File: src/rtl/ncle_pkg.sv
package ncle_pkg;

   // Event codes carried in the low bits of req_tuser
   localparam logic [2:0] FUNC_WRITE  = 3'd0;
   localparam logic [2:0] FUNC_TICK   = 3'd1;
   localparam logic [2:0] FUNC_ENV    = 3'd2;
   localparam logic [2:0] FUNC_LEN    = 3'd3;
   localparam logic [2:0] FUNC_ENABLE = 3'd4;

   // Register numbers for FUNC_WRITE
   localparam logic [1:0] REG_CTRL   = 2'd0;
   localparam logic [1:0] REG_UNUSED = 2'd1;
   localparam logic [1:0] REG_PERIOD = 2'd2;
   localparam logic [1:0] REG_LENGTH = 2'd3;

   localparam logic [3:0] DECAY_MAX = 4'hF;

   typedef struct packed {
      logic [2:0] func;
      logic [1:0] reg_index;
      logic [7:0] reg_value;
   } ncle_event_type;

   typedef struct packed {
      logic       length_active;
      logic [3:0] level;
   } ncle_result_type;

   // Noise timer period table (NTSC)
   function automatic logic [11:0] period_lookup(input logic [3:0] sel);
      logic [11:0] p;
      case (sel)
         4'd0:    p = 12'd4;
         4'd1:    p = 12'd8;
         4'd2:    p = 12'd16;
         4'd3:    p = 12'd32;
         4'd4:    p = 12'd64;
         4'd5:    p = 12'd96;
         4'd6:    p = 12'd128;
         4'd7:    p = 12'd160;
         4'd8:    p = 12'd202;
         4'd9:    p = 12'd254;
         4'd10:   p = 12'd380;
         4'd11:   p = 12'd508;
         4'd12:   p = 12'd762;
         4'd13:   p = 12'd1016;
         4'd14:   p = 12'd2034;
         default: p = 12'd4068;
      endcase
      return p;
   endfunction

   // Length counter load table
   function automatic logic [7:0] length_lookup(input logic [4:0] sel);
      logic [7:0] n;
      case (sel)
         5'd0:    n = 8'd10;
         5'd1:    n = 8'd254;
         5'd2:    n = 8'd20;
         5'd3:    n = 8'd2;
         5'd4:    n = 8'd40;
         5'd5:    n = 8'd4;
         5'd6:    n = 8'd80;
         5'd7:    n = 8'd6;
         5'd8:    n = 8'd160;
         5'd9:    n = 8'd8;
         5'd10:   n = 8'd60;
         5'd11:   n = 8'd10;
         5'd12:   n = 8'd14;
         5'd13:   n = 8'd12;
         5'd14:   n = 8'd26;
         5'd15:   n = 8'd14;
         5'd16:   n = 8'd12;
         5'd17:   n = 8'd16;
         5'd18:   n = 8'd24;
         5'd19:   n = 8'd18;
         5'd20:   n = 8'd48;
         5'd21:   n = 8'd20;
         5'd22:   n = 8'd96;
         5'd23:   n = 8'd22;
         5'd24:   n = 8'd192;
         5'd25:   n = 8'd24;
         5'd26:   n = 8'd72;
         5'd27:   n = 8'd26;
         5'd28:   n = 8'd16;
         5'd29:   n = 8'd28;
         5'd30:   n = 8'd32;
         default: n = 8'd30;
      endcase
      return n;
   endfunction

endpackage

File: src/rtl/ncle_core.sv
module ncle_core (
   input  logic                      clock,
   input  logic                      reset,
   input  logic                      step,
   input  ncle_pkg::ncle_event_type  evt,
   output ncle_pkg::ncle_result_type result
);
   import ncle_pkg::*;

   logic        halt_loop_ff,     halt_loop_in;
   logic        const_vol_ff,     const_vol_in;
   logic [3:0]  vol_period_ff,    vol_period_in;
   logic        short_mode_ff,    short_mode_in;
   logic [11:0] period_reload_ff, period_reload_in;
   logic [11:0] period_count_ff,  period_count_in;
   logic [7:0]  length_count_ff,  length_count_in;
   logic        env_start_ff,     env_start_in;
   logic [3:0]  decay_ff,         decay_in;
   logic [3:0]  env_divider_ff,   env_divider_in;
   logic [14:0] lfsr_ff,          lfsr_in;
   logic        half_phase_ff,    half_phase_in;
   logic        chan_enabled_ff,  chan_enabled_in;
   logic        feedback;
   logic        tick;

   assign tick     = step && (evt.func == FUNC_TICK);
   // short mode taps bit 6 instead of bit 1
   assign feedback = lfsr_ff[0] ^ (short_mode_ff ? lfsr_ff[6] : lfsr_ff[1]);

   always_comb begin
      halt_loop_in     = halt_loop_ff;
      const_vol_in     = const_vol_ff;
      vol_period_in    = vol_period_ff;
      short_mode_in    = short_mode_ff;
      period_reload_in = period_reload_ff;
      period_count_in  = period_count_ff;
      length_count_in  = length_count_ff;
      env_start_in     = env_start_ff;
      decay_in         = decay_ff;
      env_divider_in   = env_divider_ff;
      lfsr_in          = lfsr_ff;
      half_phase_in    = half_phase_ff;
      chan_enabled_in  = chan_enabled_ff;
      if (step) begin
         case (evt.func)
            FUNC_WRITE: begin
               case (evt.reg_index)
                  REG_CTRL: begin
                     halt_loop_in  = evt.reg_value[5];
                     const_vol_in  = evt.reg_value[4];
                     vol_period_in = evt.reg_value[3:0];
                  end
                  REG_PERIOD: begin
                     short_mode_in    = evt.reg_value[7];
                     period_reload_in = period_lookup(evt.reg_value[3:0]);
                  end
                  REG_LENGTH: begin
                     if (chan_enabled_ff) begin
                        length_count_in = length_lookup(evt.reg_value[7:3]);
                     end
                     env_start_in = 1'b1;
                  end
                  default: begin
                  end
               endcase
            end
            FUNC_TICK: begin
               if (!chan_enabled_ff) begin
                  length_count_in = '0;
               end
               half_phase_in = !half_phase_ff;
               // timer steps on the tick that sets the phase bit
               if (!half_phase_ff) begin
                  if (period_count_ff == '0) begin
                     period_count_in = period_reload_ff;
                     lfsr_in         = {feedback, lfsr_ff[14:1]};
                  end else begin
                     period_count_in = period_count_ff - 12'd1;
                  end
               end
            end
            FUNC_ENV: begin
               if (env_start_ff) begin
                  env_start_in   = 1'b0;
                  decay_in       = DECAY_MAX;
                  env_divider_in = vol_period_ff;
               end else if (env_divider_ff == '0) begin
                  env_divider_in = vol_period_ff;
                  if (decay_ff != '0) begin
                     decay_in = decay_ff - 4'd1;
                  end else if (halt_loop_ff) begin
                     decay_in = DECAY_MAX;
                  end
               end else begin
                  env_divider_in = env_divider_ff - 4'd1;
               end
            end
            FUNC_LEN: begin
               if (length_count_ff != '0 && !halt_loop_ff) begin
                  length_count_in = length_count_ff - 8'd1;
               end
            end
            FUNC_ENABLE: begin
               chan_enabled_in = evt.reg_value[0];
               if (!evt.reg_value[0]) begin
                  length_count_in = '0;
               end
            end
            default: begin
            end
         endcase
      end
   end

   // result reflects the state after this beat's event
   always_comb begin
      result.length_active = (length_count_in != '0);
      result.level         = '0;
      if (length_count_in != '0 && !lfsr_in[0]) begin
         result.level = const_vol_in ? vol_period_in : decay_in;
      end
   end

   always_ff @(posedge clock) begin
      if (reset) begin
         halt_loop_ff     <= 1'b0;
         const_vol_ff     <= 1'b0;
         vol_period_ff    <= '0;
         short_mode_ff    <= 1'b0;
         period_reload_ff <= '0;
         period_count_ff  <= '0;
         length_count_ff  <= '0;
         env_start_ff     <= 1'b0;
         decay_ff         <= '0;
         env_divider_ff   <= '0;
         lfsr_ff          <= 15'd1;
         half_phase_ff    <= 1'b0;
         chan_enabled_ff  <= 1'b0;
      end else begin
         halt_loop_ff     <= halt_loop_in;
         const_vol_ff     <= const_vol_in;
         vol_period_ff    <= vol_period_in;
         short_mode_ff    <= short_mode_in;
         period_reload_ff <= period_reload_in;
         period_count_ff  <= period_count_in;
         length_count_ff  <= length_count_in;
         env_start_ff     <= env_start_in;
         decay_ff         <= decay_in;
         env_divider_ff   <= env_divider_in;
         lfsr_ff          <= lfsr_in;
         half_phase_ff    <= half_phase_in;
         chan_enabled_ff  <= chan_enabled_in;
      end
   end

   a_lfsr_nonzero: assert property (@(posedge clock) disable iff (reset)
      lfsr_ff != '0)
      else $error("noise LFSR reached the all-zero lockup state");

   a_disabled_silent: assert property (@(posedge clock) disable iff (reset)
      !chan_enabled_ff |-> length_count_ff == '0)
      else $error("length counter loaded while channel disabled");

   a_phase_toggle: assert property (@(posedge clock) disable iff (reset)
      tick |=> half_phase_ff != $past(half_phase_ff))
      else $error("half phase did not toggle on cpu tick");

endmodule

File: src/rtl/noise_channel_lfsr_envelope.sv
// Noise voice: 15-bit LFSR gated by a length counter, scaled by a decaying
// envelope or a constant volume.
//
// req_*  : one beat per event. tuser carries the event code and register
//          number, tdata the written byte (bit 0 for an enable write).
// rsp_*  : exactly one beat per event, carrying the level and length status
//          as they stand after that event.
//
// A beat taken into the input register moves on to the result register and
// then shows on rsp_*. Throughput: one event per cycle while rsp_tready is
// high; the input register and the result register each hold one beat, and
// every event updates the voice state in combinational logic between them.
// Stall: while rsp_tready is low the result register holds its beat; one more
// event may be taken into the input register, after which req_tready drops
// until the result is taken.
// Reset (synchronous, active high): both registers empty, voice state cleared,
// LFSR seeded with 1, channel disabled.
module noise_channel_lfsr_envelope (
   input  logic       clock,
   input  logic       reset,
   input  logic       req_tvalid,
   output logic       req_tready,
   input  logic [7:0] req_tdata,   // [7:0] reg_value
   input  logic [4:0] req_tuser,   // [2:0] func, [4:3] reg_index
   output logic       rsp_tvalid,
   input  logic       rsp_tready,
   output logic [7:0] rsp_tdata    // [3:0] level, [4] length_active, [7:5] zero
);
   import ncle_pkg::*;

   logic            in_valid_ff,  in_valid_in;
   ncle_event_type  in_event_ff;
   logic            out_valid_ff, out_valid_in;
   ncle_result_type out_result_ff;
   ncle_result_type core_result;
   logic            advance;
   logic            req_beat;

   // move the held event through the voice when the result slot is free
   assign advance    = in_valid_ff && (!out_valid_ff || rsp_tready);
   assign req_tready = !in_valid_ff || advance;
   assign req_beat   = req_tvalid && req_tready;

   always_comb begin
      in_valid_in = in_valid_ff;
      if (req_beat) begin
         in_valid_in = 1'b1;
      end else if (advance) begin
         in_valid_in = 1'b0;
      end
   end

   always_comb begin
      out_valid_in = out_valid_ff;
      if (advance) begin
         out_valid_in = 1'b1;
      end else if (rsp_tready) begin
         out_valid_in = 1'b0;
      end
   end

   ncle_core u_core (
      .clock  (clock),
      .reset  (reset),
      .step   (advance),
      .evt    (in_event_ff),
      .result (core_result)
   );

   always_ff @(posedge clock) begin
      if (reset) begin
         in_valid_ff  <= 1'b0;
         out_valid_ff <= 1'b0;
      end else begin
         in_valid_ff  <= in_valid_in;
         out_valid_ff <= out_valid_in;
      end
   end

   always_ff @(posedge clock) begin
      if (req_beat) begin
         in_event_ff.func      <= req_tuser[2:0];
         in_event_ff.reg_index <= req_tuser[4:3];
         in_event_ff.reg_value <= req_tdata;
      end
      if (advance) begin
         out_result_ff <= core_result;
      end
   end

   assign rsp_tvalid = out_valid_ff;
   assign rsp_tdata  = {3'b000, out_result_ff.length_active, out_result_ff.level};

   a_silent_when_idle_length: assert property (@(posedge clock) disable iff (reset)
      out_valid_ff && !out_result_ff.length_active |-> out_result_ff.level == '0)
      else $error("nonzero level with length counter at zero");

   a_no_overrun: assert property (@(posedge clock) disable iff (reset)
      out_valid_ff && !rsp_tready |-> !advance)
      else $error("result register overwritten while stalled");

endmodule
File: config.mk
export PLATFORM = sky130hd
export DESIGN_NAME = noise_channel_lfsr_envelope
export DESIGN_NICKNAME = d
export VERILOG_FILES = /design/src/rtl/ncle_pkg.sv /design/src/rtl/ncle_core.sv /design/src/rtl/noise_channel_lfsr_envelope.sv
export SDC_FILE = /design/constraint.sdc
export NUM_CORES = 1
export LEC_CHECK = 0
export BUFFER_PORTS_ARGS = -buffer_cell sky130_fd_sc_hd__buf_2
export CAP_MARGIN = 40
export CORE_MARGIN = 2
export CORE_UTILIZATION = 60
export DETAILED_ROUTE_END_ITERATION = 10
export PLACE_DENSITY = 0.79
export REMOVE_ABC_BUFFERS = 1
export SYNTH_ARGS = -nofsm -noshare
export SYNTH_HDL_FRONTEND = slang
export SYNTH_SLANG_ARGS = --single-unit
File: constraint.sdc
create_clock -name clock -period 6.9 [get_ports clock]
set_input_delay 0.345 -clock clock [delete_from_list [all_inputs] [get_ports clock]]
set_output_delay 0.345 -clock clock [all_outputs]
set_load 0.02 [all_outputs]
==> results_tabular.tex, run 1 <==
\begin{tabular}{lr}
\hline
Metric & Value \\
\hline
\multicolumn{2}{l}{\textbf{Synthesis}} \\
\quad Combined area of all synthesized cells & 4627 um\^{}2 \\
\quad Number of enable-type register cells in the synthesized netlist & 18 \\
\quad Combinational family with the most area after synthesis & simple AND/OR/NAND/NOR gates \\
\quad Library cell occupying the most area in the post-synthesis netlist & dfxtp\_1 \\
\quad Post-Syn Instances & 530 \\
\quad Synthesis warning total & 0 \\
\quad Proportion of register bits with asynchronous set or reset after synthesis & 0 \\
\quad Post-synth cell types & 60 \\
\quad Cell types with the largest area share after synthesis & dfxtp\_1 (32\%), edfxtp\_1 (12\%), nand2\_1 (5.2\%) \\
\quad List of most frequent post-synthesis cells & dfxtp\_1 (73), nand2\_1 (64), nor2\_1 (50) \\
\quad Area share of the leading cell type in the synthesized netlist & 0.3158 \\
\quad Sequential share of the synthesized area & 0.4327 \\
\quad Simple-gate share of the synthesized area & 0.2347 \\
\quad Synthesized-area fraction occupied by xor and xnor cells & 0.001893 \\
\quad Most common cell in the netlist & dfxtp\_1 \\
\quad Adder-cell share of the synthesized area & 0.03245 \\
\quad Avg Cell Area, Syn & about 8.7 um\^{}2 \\
\quad Post-synthesis compound-gate area fraction & 0.1906 \\
\quad Number of storage elements in the synthesis netlist & 91 \\
\quad Mux cell area share after synthesis & 0.05571 \\
\quad Prevailing post-synth register cell & dfxtp\_1 \\
\multicolumn{2}{l}{\textbf{Pwr}} \\
\quad Areal power density over the cells & between 150 and 200 nW/um\^{}2 \\
\quad Power consumption & 0.9641 mW \\
\quad Static Leak & between 1.5 and 2 nW \\
\quad Max rail drop VDD & 0.1284 mV \\
\multicolumn{2}{l}{\textbf{Critical path}} \\
\quad Crit path largest cell delay & 780 ps \\
\quad Endpoint type of the worst setup path & register \\
\quad Worst-path cell chain & or3\_4 > or4\_1 > nor4\_4 > nand2\_2 > nand2\_1 > nand2\_2 > nor3\_1 \\
\quad Worst-path cell with the longest stage delay & nor4\_4 \\
\quad R2R setup slack & 3820 ps \\
\quad Critical path's top delay family & simple AND/OR/NAND/NOR gates \\
\quad Data arrival time at the worst-slack endpoint & $\sim$3300 ps \\
\quad Launching point of the worst reg2reg path & u\_core.period\_count\_ff[4] \\
\quad Destination of the critical timing path & rsp\_tdata[0] \\
\quad Worst Setup Start Kind & register \\
\quad Data required time at the worst endpoint & 7090 ps \\
\quad Worst Reg2Reg Path Length in Cells & 7 \\
\quad Crit Reg-Reg Endpoint & rsp\_tdata[0] \\
\quad Most frequent CP cell & nand2\_2 \\
\quad Category of the most critical setup path & register to register \\
\quad Critical path depth & 7 \\
\quad CP Buf/Inv Count & 0 \\
\quad First element of the critical path & u\_core.period\_count\_ff[4] \\
\quad Crit Path Max Fanout & 19 \\
\multicolumn{2}{l}{\textbf{Route}} \\
\quad Number of remaining DRC errors & 0 \\
\quad Number of nets with antenna violations after routing & 0 \\
\quad WL final & 9738 um \\
\quad Number of DRC markers in iteration 0 & 337 \\
\quad Number of search-and-repair iterations in the first detailed-routing pass & 5 \\
\quad Total number of vias & 3,919 \\
\quad Routed via count divided by cell count & 6.085 \\
\quad Drt wl/cell & 15.12 um \\
\multicolumn{2}{l}{\textbf{STA}} \\
\quad Count of endpoints failing setup in the final report & 0 \\
\quad Worst slew margin relative to its limit & 0.4089 \\
\quad Achievable clock frequency & 324.9 MHz \\
\quad Final-report max-slew violation count & 0 \\
\quad RSZ-0062 raised after global routing & false \\
\quad Worst path setup slack after routing & 3822 ps \\
\quad Summed negative setup slack over all endpoints & 0 ps \\
\quad Maximum clock skew at final layout & 11.91 ps \\
\quad Final Hold Vio Count & 0 \\
\quad Share of the cycle needed by the critical path after routing & 0.4461 \\
\quad Actual transition at the worst max-transition pin & 880.0 ps \\
\quad Minimum clock period & just over 3000 ps \\
\multicolumn{2}{l}{\textbf{Cells and area}} \\
\quad Antenna fix cells & 0 \\
\quad Layout overhead on the synthesized area & 6.219\% \\
\quad Total of fill cells in the finished design & 653 \\
\quad Footprint of the flip-flops and latches & 2002 um\^{}2 \\
\quad Multi-input gate area in the final layout & 2396 um\^{}2 \\
\quad Post-layout net count & between 500 and 600 \\
\quad Proportion of layout cells with a drive suffix above 1 & 0.1236 \\
\multicolumn{2}{l}{\textbf{Clocking}} \\
\quad Post-CTS Setup Bufs & 0 \\
\quad \# resized after CTS & 0 \\
\quad Clock Pin Slew Worst Setup and Hold Paths & 90 ps \\
\quad Buffer levels on the longest clock path & 2 \\
\quad Total clock buffers created by CTS & 9 \\
\quad CTS tree & done \\
\quad Count of hold buffers inserted by post-cts repair & 0 \\
\quad CTS sink cnt & 91 \\
\quad Clock latency at the later pin of the worst-skew pair & 360 ps \\
\quad H-tree depth & 3 \\
\quad Root buffer selected by CTS & clkbuf\_8 \\
\multicolumn{2}{l}{\textbf{Floorplan}} \\
\quad Die outline area & 8430 um\^{}2 \\
\quad Core box area & 7607 um\^{}2 \\
\quad Die W & 91.82 um \\
\quad Boundary Pins & 27 \\
\quad Floorplan die height & 91.82 um \\
\quad Initial core utilization & 0.6082 \\
\quad Num rows & 32 \\
\multicolumn{2}{l}{\textbf{GRT}} \\
\quad Global-route wire length before repair & about 17,000 um \\
\quad Via count of the first global-routing pass & 3,580 \\
\quad Pin count of the biggest net entering global routing & 68 \\
\quad Total overflow reported by the global router & 0 \\
\quad Number of antenna violations at the first check in global routing & 0 \\
\quad Global routing usage summed across all routing layers & 0.2402 \\
\multicolumn{2}{l}{\textbf{Placement}} \\
\quad Post-detail-place hpwl & 6948 um \\
\quad RD Place Congestion & 0.8741 \\
\quad Post-Place Setup Slack & 3854 ps \\
\quad Number of port buffers & 23 \\
\multicolumn{2}{l}{\textbf{Flow run}} \\
\quad Maxcap violations & 0 \\
\multicolumn{2}{l}{\textbf{Worst hold path}} \\
\quad Kind of path behind the tightest hold check & primary input to register \\
\quad Origin of the worst min-delay path & req\_tdata[1] \\
\multicolumn{2}{l}{\textbf{Run status}} \\
\quad Outcome & finished clean \\
\hline
\end{tabular}
-- state kept, by name, indices dropped and copies added (netlist names), 4 cells and up, named ones only --
signal                   cells
u_core.lfsr_ff              15
in_event_ff                 13
u_core.period_count_ff      12
u_core.period_reload_ff     11
u_core.length_count_ff       8
rsp_tdata                    5
u_core.decay_ff              4
u_core.env_divider_ff        4
u_core.vol_period_ff         4
-- kinds of logic after synthesis --
logic type                 after synthesis
adders and majority gates               12
other                                    1
muxes                                   25
buffers and inverters                   55
and+or+nand+nor                        211
AOI/OAI and AO/OA                      134
DFF                                     91
xor gates and xnor gates                 1
-- routing by layer --
layer	part of all wire	GRT usage	vias up
met4	0.019	0.07338	0
met2	0.45	0.3787	138
li1	-	-	1935
met5	0	0	-
met1	0.48	0.3407	1825
met3	0.051	0.03944	21
-- metrics by stage --
step / utilization / instances / cell area (um^2) / hold slack (ps)
5_1_grt: 0.6461 / 644 / 4915 / 147.9
4_1_cts: 0.6461 / 644 / 4915 / 148.8
6_report: 0.6461 / 644 / 4915 / 163.1
3_3_place_gp: 0.6243 / 629 / 4750 / 439.4
3_5_place_dp: 0.6243 / 629 / 4750 / 452.0
2_1_floorplan: - / 502 / 4492 / 407.4
-- where the power goes --
part	leakage (nW)	internal [mW]	switching [mW]
clock	0.0870	0.131	0.182
combinational	0.915	0.0278	0.0537
sequential	0.766	0.556	0.0140
-- worst min-delay path by stage --
stage,slack (ps),end,depth (start not counted)
after floorplan,410,u_core.lfsr_ff[10],1
after global placement,440,u_core.lfsr_ff[2],2
after detailed placement,450,u_core.lfsr_ff[2],2
after CTS,150,in_event_ff[1],1
after global routing,150,in_event_ff[2],1
final,160,in_event_ff[1],1
-- layout by cell type, fill, tap and decap left out, drive strengths merged, types with 6 or more instances in the layout --
cell    instances
clkbuf         10
dfxtp          73
mux2i          19
ha             12
edfxtp         18
or4             8
buf            25
nor3           22
o211ai          6
o41ai           6
o31ai           6
nand2          66
nand2b          7
mux2            6
a21oi          51
o22ai           6
inv            27
nand3          18
o21ai          23
nor4            6
nor2           51
-- layout make-up --
class                      count  share of cell area
sequential                    91              0.4073
timing repair buffer          25             0.02648
clock inverter                 5            0.007637
inverter                      25             0.01909
tap                          102             0.02597
clock buffer                  10             0.02597
multi-input combinational    386              0.4875
Power figures use the tool's default switching activity.
==> run 2: changes to the inputs <==
Settings changed: CORE_UTILIZATION 60 to 55, PLACE_DENSITY 0.79 to 0.76.
Clock period 6.9 ns to 2.5 ns, I/O delays scaled along.
==> run 2 against run 1 <==
Against the previous run:
- global-route usage up 1.0 points
- critical endpoint is now rsp_tdata[3]
- core utilization grew 0.78 points
- largest power group unchanged
- combinational power rose to 3.5 times the previous value
==> results_tabular.tex, run 2 (synthesis results as in run 1) <==
\begin{tabular}{lr}
\hline
Metric & Value \\
\hline
\multicolumn{2}{l}{\textbf{Floorplan}} \\
\quad Initial core utilization & 0.5660 (-0.04226) \\
\quad Num rows & 33 (+3.1\%) \\
\quad Boundary Pins & 27 (unchanged) \\
\quad Die outline area & 9162 um\^{}2 (+8.7\%) \\
\quad Floorplan die height & 95.72 um (+4.3\%) \\
\quad Die W & 95.72 um (+4.3\%) \\
\quad Core box area & 8175 um\^{}2 (+7.5\%) \\
\multicolumn{2}{l}{\textbf{Critical path}} \\
\quad Data arrival time at the worst-slack endpoint & 2680 ps (-590 ps) \\
\quad Category of the most critical setup path & register to register \\
\quad Endpoint type of the worst setup path & register \\
\quad CP Buf/Inv Count & 0 (unchanged) \\
\quad Worst-path cell with the longest stage delay & or4\_4 \\
\quad Worst Setup Start Kind & register \\
\quad Crit Path Max Fanout & 6 (-13) \\
\quad Worst-path cell chain & or4\_4 > or4\_4 > o31ai\_4 > nor3\_1 > o2111ai\_1 > nor2\_2 > nor3\_1 \\
\quad Critical path's top delay family & simple AND/OR/NAND/NOR gates \\
\quad Worst Reg2Reg Path Length in Cells & 7 (unchanged) \\
\quad Critical path depth & 7 (unchanged) \\
\quad Crit path largest cell delay & 590 ps (-190 ps) \\
\quad Data required time at the worst endpoint & 2690 ps (-4400 ps) \\
\multicolumn{2}{l}{\textbf{STA}} \\
\quad Count of endpoints failing setup in the final report & 0 (unchanged) \\
\quad Minimum clock period & 2482 ps (-595.8 ps) \\
\quad Post-Route Hold Slack & 123.6 ps (-39.50 ps) \\
\quad Worst slew margin relative to its limit & 0.5630 (+0.1540) \\
\quad RSZ-0062 raised after global routing & true \\
\quad Maximum clock skew at final layout & 10.51 ps (-1.401 ps) \\
\quad Final-report max-slew violation count & 0 (unchanged) \\
\quad Actual transition at the worst max-transition pin & 655.5 ps (-224.4 ps) \\
\quad Share of the cycle needed by the critical path after routing & 0.9930 (+0.5469) \\
\quad Achievable clock frequency & 402.8 MHz (+24\%) \\
\quad Final Hold Vio Count & 0 (unchanged) \\
\multicolumn{2}{l}{\textbf{Cells and area}} \\
\quad Most flops, register & u\_core.lfsr\_ff \\
\quad Antenna fix cells & 0 (unchanged) \\
\quad Leading registers by flop count & u\_core.lfsr\_ff x15, in\_event\_ff x13, u\_core.period\_count\_ff x12 \\
\quad Flip-flop count of the largest register after layout & 15 (unchanged) \\
\quad Proportion of layout cells with a drive suffix above 1 & 0.1784 (+0.05477) \\
\quad Commonest cells after routing, fill and taps aside & dfxtp\_1 (73), nand2\_1 (64), nor2\_1 (49), a21oi\_1 (41), buf\_4 (27) \\
\quad Non-Filler Instances & 688 (+6.8\%) \\
\quad Layout overhead on the synthesized area & 15.52\% \\
\quad Total of fill cells in the finished design & 692 (+6.0\%) \\
\quad Post-layout net count & 607 (+7.1\%) \\
\quad Most common cell after layout, fill and taps aside & dfxtp\_1 \\
\multicolumn{2}{l}{\textbf{GRT}} \\
\quad Number of antenna violations at the first check in global routing & 0 (unchanged) \\
\quad Via count of the first global-routing pass & 3,786 (+5.8\%) \\
\quad Pin count of the biggest net entering global routing & 32 (-53\%) \\
\quad Global routing usage summed across all routing layers & 0.2504 (+0.01016) \\
\quad Total overflow reported by the global router & 0 (unchanged) \\
\quad Global-route wire length before repair & 17,860 um (+7.1\%) \\
\multicolumn{2}{l}{\textbf{Clocking}} \\
\quad Clock latency at the later pin of the worst-skew pair & 360 ps (about the same) \\
\quad Buffer levels on the longest clock path & 2 (unchanged) \\
\quad CTS tree & done \\
\quad Clock Pin Slew Worst Setup and Hold Paths & 90 ps (about the same) \\
\quad Post-CTS Setup Bufs & 0 (unchanged) \\
\quad Root buffer selected by CTS & clkbuf\_8 \\
\quad CTS sink cnt & 91 (unchanged) \\
\quad H-tree depth & 3 (unchanged) \\
\quad Total clock buffers created by CTS & 9 (unchanged) \\
\multicolumn{2}{l}{\textbf{Worst hold path}} \\
\quad Kind of path behind the tightest hold check & primary input to register \\
\quad Hold depth & 3 (+2) \\
\multicolumn{2}{l}{\textbf{Pwr}} \\
\quad Net switching share of the total power & 0.2602 (+0.001462) \\
\quad Cell internal pwr & 2.120 mW (+200\%) \\
\quad Areal power density over the cells & 536.0 nW/um\^{}2 (+170\%) \\
\quad Part of the total power dissipated in the clock network & 0.355 (+0.030) \\
\quad Combinational Power Share & 0.099 (+0.015) \\
\quad Power consumption & 2.865 mW (+200\%) \\
\quad Max rail drop VDD & 0.3660 mV (+180\%) \\
\quad Static Leak & 1.976 nW (+12\%) \\
\quad Sequential share of power & 0.547 (-0.044) \\
\quad Sw Pwr & 0.7455 mW (+200\%) \\
\multicolumn{2}{l}{\textbf{Route}} \\
\quad WL final & 10,950 um (+12\%) \\
\quad Routed via count divided by cell count & 5.961 (-2.0\%) \\
\quad Number of nets with antenna violations after routing & 0 (unchanged) \\
\quad Total number of vias & 4,101 (+4.6\%) \\
\quad Number of search-and-repair iterations in the first detailed-routing pass & 5 (unchanged) \\
\quad Number of DRC markers in iteration 0 & 324 (-3.9\%) \\
\quad Drt wl/cell & 15.92 um (+5.3\%) \\
\quad Number of remaining DRC errors & 0 (unchanged) \\
\multicolumn{2}{l}{\textbf{Placement}} \\
\quad RD Place Congestion & 0.8746 (about the same) \\
\quad Number of port buffers & 23 (unchanged) \\
\quad Post-placement cell count & 658 (+4.6\%) \\
\quad Post-detail-place hpwl & 7497 um (+7.9\%) \\
\multicolumn{2}{l}{\textbf{Flow run}} \\
\quad Maxcap violations & 0 (unchanged) \\
\multicolumn{2}{l}{\textbf{Run status}} \\
\quad Outcome & finished clean \\
\hline
\end{tabular}
run 2: cell types whose count changed in the layout (fill, tap and decap cells not counted), sizes merged:
cell,delta
dlygate4sd3,+14
inv,+1
clkinv,-1
bufinv,+1
buf,+26
run 2: final timing paths:
check / startpoint / endpoint / slack, ps
min: rsp_tready / in_valid_ff / 120
max: u_core.halt_loop_ff / rsp_tdata[3] / 20
max reg2reg: u_core.halt_loop_ff / rsp_tdata[3] / 20
min reg2reg: u_core.lfsr_ff[4] / u_core.lfsr_ff[3] / 460
run 2: area by class of cell:
type / instances / area (um^2) / share of cell area
multi-input combinational: 386 / 2450 / 0.4583
clock inverter: 6 / 71.32 / 0.01334
inverter: 25 / 93.84 / 0.01756
timing repair buffer: 65 / 469.2 / 0.08778
sequential: 91 / 2002 / 0.3745
clock buffer: 10 / 127.6 / 0.02388
tap: 105 / 131.4 / 0.02458
run 2: power groups by stage:
stage	logic, mW	clock network, mW	registers [mW]
after floorplan	0.147	0	1.60
after global placement	0.251	0	1.60
after detailed placement	0.256	0	1.60
after CTS	0.275	1.04	1.56
after global routing	0.312	1.08	1.57
final	0.282	1.02	1.57
run 2: routing by layer:
layer / vias up / GRT usage / routed length [um]
met2: 101 / 0.4085 / 5292
met4: 0 / 0.07143 / 149
met3: 12 / 0.04542 / 454
li1: 2015 / - / -
met5: - / 0 / 0
met1: 1973 / 0.3422 / 5056
run 2: what timing repair did:
action | 4_1_cts | 5_1_grt
resized for setup | 2 | 10
endpoints found under the hold margin | 14 | 0
setup endpoints to repair | 4 | 12
pin swaps | 0 | 1
hold buffers | 14 | 0
run 2: stage by stage:
step | setup WS, ps | util | setup TNS [ps] | area [um^2]
3_3_place_gp | -4.856 | 0.6053 | -14.42 | 4949
3_5_place_dp | -31.24 | 0.6053 | -74.82 | 4949
4_1_cts | 5.737 | 0.6478 | 0 | 5296
5_1_grt | -62.64 | 0.6538 | -143.7 | 5345
2_1_floorplan | -204.1 | - | -933.8 | 4492
6_report | 17.50 | 0.6538 | 0 | 5345
run 2: worst register-to-register path: cells and delay by family, from the launching register on:
kind | cells | cell delay, ps
simple gates | 5 | 1480
flops | 1 | 330
compound gates | 2 | 520
==> run 3: changes to the inputs <==
Settings changed: CORE_UTILIZATION 55 to 57, CTS_BUF_LIST from default to sky130_fd_sc_hd__clkbuf_8, GPL_TIMING_DRIVEN from default to 0, PLACE_DENSITY 0.76 to 0.78.
==> run 3 against run 2 <==
Against the previous run:
- clock power hardly changed
- via count is 1.3% higher
- final cell count is 1.5% lower
- largest cell class unchanged
- sequential share of layout area is 0.54 points lower
- clock skew is 3.1 ps higher
- worst setup slack better by 54 ps
- highest routed layer unchanged
- first-iteration DRC count is 8.3% lower
- critical path depth is 1 higher
- maximum frequency is 2.2% higher
- sequential cell count stayed put
- global-route usage is 0.19 points lower
- combinational power hardly changed
==> results_tabular.tex, run 3 (synthesis results as in run 1) <==
\begin{tabular}{lr}
\hline
Metric & Value \\
\hline
\multicolumn{2}{l}{\textbf{Placement}} \\
\quad Post-placement cell count & 628 (-4.6\%) \\
\quad Number of port buffers & 23 (unchanged) \\
\quad Post-detail-place hpwl & 7068 um (-5.7\%) \\
\quad RD Place Congestion & 0.8796 (+0.57\%) \\
\multicolumn{2}{l}{\textbf{Run status}} \\
\quad Outcome & finished clean \\
\multicolumn{2}{l}{\textbf{Floorplan}} \\
\quad Num rows & 32 (-3.0\%) \\
\quad Die outline area & 8854 um\^{}2 (-3.4\%) \\
\quad Die W & 94.10 um (-1.7\%) \\
\quad Boundary Pins & 27 (unchanged) \\
\quad Floorplan die height & 94.10 um (-1.7\%) \\
\quad Initial core utilization & 0.5926 (+0.02667) \\
\quad Core box area & 7807 um\^{}2 (-4.5\%) \\
\multicolumn{2}{l}{\textbf{Clocking}} \\
\quad CTS sink cnt & 91 (unchanged) \\
\quad Buffer levels on the longest clock path & 2 (unchanged) \\
\quad Clock latency at the later pin of the worst-skew pair & 360 ps (about the same) \\
\quad Clock Pin Slew Worst Setup and Hold Paths & 80 ps (about the same) \\
\quad Root buffer selected by CTS & clkbuf\_8 \\
\quad Total clock buffers created by CTS & 9 (unchanged) \\
\quad H-tree depth & 3 (unchanged) \\
\quad CTS tree & done \\
\multicolumn{2}{l}{\textbf{Route}} \\
\quad WL final & 10,700 um (-2.3\%) \\
\quad Number of search-and-repair iterations in the first detailed-routing pass & 5 (unchanged) \\
\quad Number of nets with antenna violations after routing & 0 (unchanged) \\
\quad Number of remaining DRC errors & 0 (unchanged) \\
\quad Routed via count divided by cell count & 6.130 (+2.8\%) \\
\quad Number of DRC markers in iteration 0 & 297 (-8.3\%) \\
\quad Drt wl/cell & 15.79 um (-0.83\%) \\
\quad Total number of vias & 4,156 (+1.3\%) \\
\multicolumn{2}{l}{\textbf{STA}} \\
\quad Final Hold Vio Count & 0 (unchanged) \\
\quad Minimum clock period & 2429 ps (-53.64 ps) \\
\quad Summed negative setup slack over all endpoints & 0 ps (unchanged) \\
\quad Actual transition at the worst max-transition pin & 909.8 ps (+254.2 ps) \\
\quad Worst slew margin relative to its limit & 0.3935 (-0.1695) \\
\quad Maximum clock skew at final layout & 13.64 ps (+3.125 ps) \\
\quad Count of endpoints failing setup in the final report & 0 (unchanged) \\
\quad Final-report max-slew violation count & 0 (unchanged) \\
\quad Share of the cycle needed by the critical path after routing & 0.9715 (-0.02145) \\
\quad Achievable clock frequency & 411.7 MHz (+2.2\%) \\
\multicolumn{2}{l}{\textbf{GRT}} \\
\quad M3 GR Usage & 0.03050 (-0.01492) \\
\quad Met2 track utilization from global routing & 0.4000 (-0.008508) \\
\quad Via count of the first global-routing pass & 3,740 (-1.2\%) \\
\quad GRT Max-Usage Layer & met2 \\
\quad Global routing usage summed across all routing layers & 0.2485 (-0.001868) \\
\quad Total overflow reported by the global router & 0 (unchanged) \\
\quad Met1 usage & 0.3420 (about the same) \\
\quad Global-route wire length before repair & 17,460 um (-2.2\%) \\
\quad Pin count of the biggest net entering global routing & 44 (+38\%) \\
\quad Number of antenna violations at the first check in global routing & 0 (unchanged) \\
\multicolumn{2}{l}{\textbf{Critical path}} \\
\quad First element of the critical path & u\_core.length\_count\_ff[1] \\
\quad Launching point of the worst reg2reg path & u\_core.length\_count\_ff[1] \\
\quad Data arrival time at the worst-slack endpoint & 2540 ps (-140 ps) \\
\quad Crit path largest cell delay & 550 ps (-40 ps) \\
\quad Category of the most critical setup path & register to register \\
\quad Crit Path Max Fanout & 5 (-1) \\
\quad Destination of the critical timing path & rsp\_tdata[2] \\
\quad Critical path depth & 8 (+1) \\
\quad Critical path's top delay family & simple AND/OR/NAND/NOR gates \\
\quad Endpoint type of the worst setup path & register \\
\quad Most frequent CP cell & nor3\_1 \\
\quad Data required time at the worst endpoint & 2610 ps (-80 ps) \\
\quad Worst-path cell with the longest stage delay & or4\_4 \\
\quad Worst-path cell chain & or4\_4 > buf\_4 > o31ai\_2 > o31ai\_4 > nor3\_1 > o2111ai\_2 > nor2\_4 > nor3\_1 \\
\quad Worst Setup Start Kind & register \\
\quad R2R setup slack & 70 ps (+50 ps) \\
\quad CP Buf/Inv Count & 1 (+1) \\
\quad Crit Reg-Reg Endpoint & rsp\_tdata[2] \\
\quad Worst Reg2Reg Path Length in Cells & 8 (+1) \\
\multicolumn{2}{l}{\textbf{Pwr}} \\
\quad Sw Pwr & 0.7374 mW (-1.1\%) \\
\quad Areal power density over the cells & 523.8 nW/um\^{}2 (-2.3\%) \\
\quad Power consumption & 2.853 mW (-0.43\%) \\
\quad Max rail drop VDD & 0.3463 mV (-5.4\%) \\
\quad Part of the total power dissipated in the clock network & 0.349 (-0.006) \\
\quad Static Leak & 1.996 nW (+0.97\%) \\
\quad Cell internal pwr & 2.115 mW (-0.20\%) \\
\quad Combinational Power Share & 0.100 (about the same) \\
\quad Sequential share of power & 0.551 (+0.004) \\
\quad Net switching share of the total power & 0.2585 (-0.001708) \\
\multicolumn{2}{l}{\textbf{Cells and area}} \\
\quad Layout overhead on the synthesized area & 17.71\% \\
\quad Leading registers by flop count & u\_core.lfsr\_ff x15, in\_event\_ff x13, u\_core.period\_count\_ff x12 \\
\quad Footprint of the flip-flops and latches & 2011 um\^{}2 (+0.44\%) \\
\quad Most flops, register & u\_core.lfsr\_ff \\
\quad Flip-flop count of the largest register after layout & 15 (unchanged) \\
\quad Non-Filler Instances & 678 (-1.5\%) \\
\quad Post-layout net count & 600 (-1.2\%) \\
\quad Most common cell after layout, fill and taps aside & dfxtp\_1 \\
\quad Commonest cells after routing, fill and taps aside & dfxtp\_1 (68), nand2\_1 (61), nor2\_1 (49), a21oi\_1 (40), inv\_1 (26) \\
\quad Multi-input gate area in the final layout & 2566 um\^{}2 (+4.7\%) \\
\quad Total of fill cells in the finished design & 587 (-15\%) \\
\quad Proportion of layout cells with a drive suffix above 1 & 0.2031 (+0.02474) \\
\quad Antenna fix cells & 0 (unchanged) \\
\multicolumn{2}{l}{\textbf{Flow run}} \\
\quad Maxcap violations & 0 (unchanged) \\
\multicolumn{2}{l}{\textbf{Worst hold path}} \\
\quad Hold depth & 3 (unchanged) \\
\quad Kind of path behind the tightest hold check & primary input to register \\
\hline
\end{tabular}
[run 3: cell count changes in the layout (fill, tap and decap cells not counted), moves of 3 or more]
| cell | previous run | this run |
|---|---|---|
| buf_4 | 27 | 18 |
| dfxtp_1 | 73 | 68 |
| dfxtp_2 | 0 | 4 |
| mux2i_1 | 18 | 14 |
| mux2i_4 | 0 | 3 |
| nand2_1 | 64 | 61 |
[run 3: how the worst min path moves through the flow]
stage                  from  slack [ps]            endpoint
6_report         req_tvalid          20         in_valid_ff
5_1_grt          req_tvalid          50         in_valid_ff
4_1_cts          req_tvalid           3         in_valid_ff
3_5_place_dp   req_tuser[1]         300     in_event_ff[11]
3_3_place_gp   req_tuser[1]         300     in_event_ff[11]
2_1_floorplan         reset         190  u_core.lfsr_ff[10]
[run 3: cell type report]
type,count,share of cell area
clock inverters,7,0.01332
repair buffers,58,0.08293
flip-flops and latches,91,0.3692
well taps,102,0.02343
inverters,25,0.01723
clock buffers,9,0.02274
multi-input cells,386,0.4712
[run 3: power by group through the flow]
stage / logic [mW] / clock network [mW] / registers (mW)
3_5_place_dp: 0.229 / 0 / 1.60
2_1_floorplan: 0.147 / 0 / 1.60
4_1_cts: 0.259 / 1.01 / 1.57
3_3_place_gp: 0.217 / 0 / 1.60
6_report: 0.285 / 0.996 / 1.57
5_1_grt: 0.311 / 1.07 / 1.57
[run 3: layer usage]
layer | wire length (um) | share of wire
met1 | 4821 | 0.45
met2 | 5093 | 0.48
met3 | 599 | 0.056
met4 | 189 | 0.018
met5 | 0 | 0
[run 3: tightest hold or removal path, stage by stage]
cell     delay (ps)
buf_2           110
inv_1            50
a21oi_1          50
[run 3: stage by stage]
step	instance area (um^2)	hold WS (ps)	worst slack, ps	utilization
finish	5446	22.15	71.14	0.6976
global route	5446	54.47	-5.268	0.6976
CTS	5228	2.550	7.976	0.6696
detailed placement	4767	303.1	-641.6	0.6106
global placement	4735	301.8	-638.0	0.6064
floorplan	4492	187.4	-204.1	-
[run 3: what timing repair did]
item	in CTS	in global routing
hold buffers	13	0
setup endpoints to repair	30	32
gates resized for setup	15	26
pin swaps	14	11
cloned	0	0
endpoints found under the hold margin	13	0
setup buffers	11	10
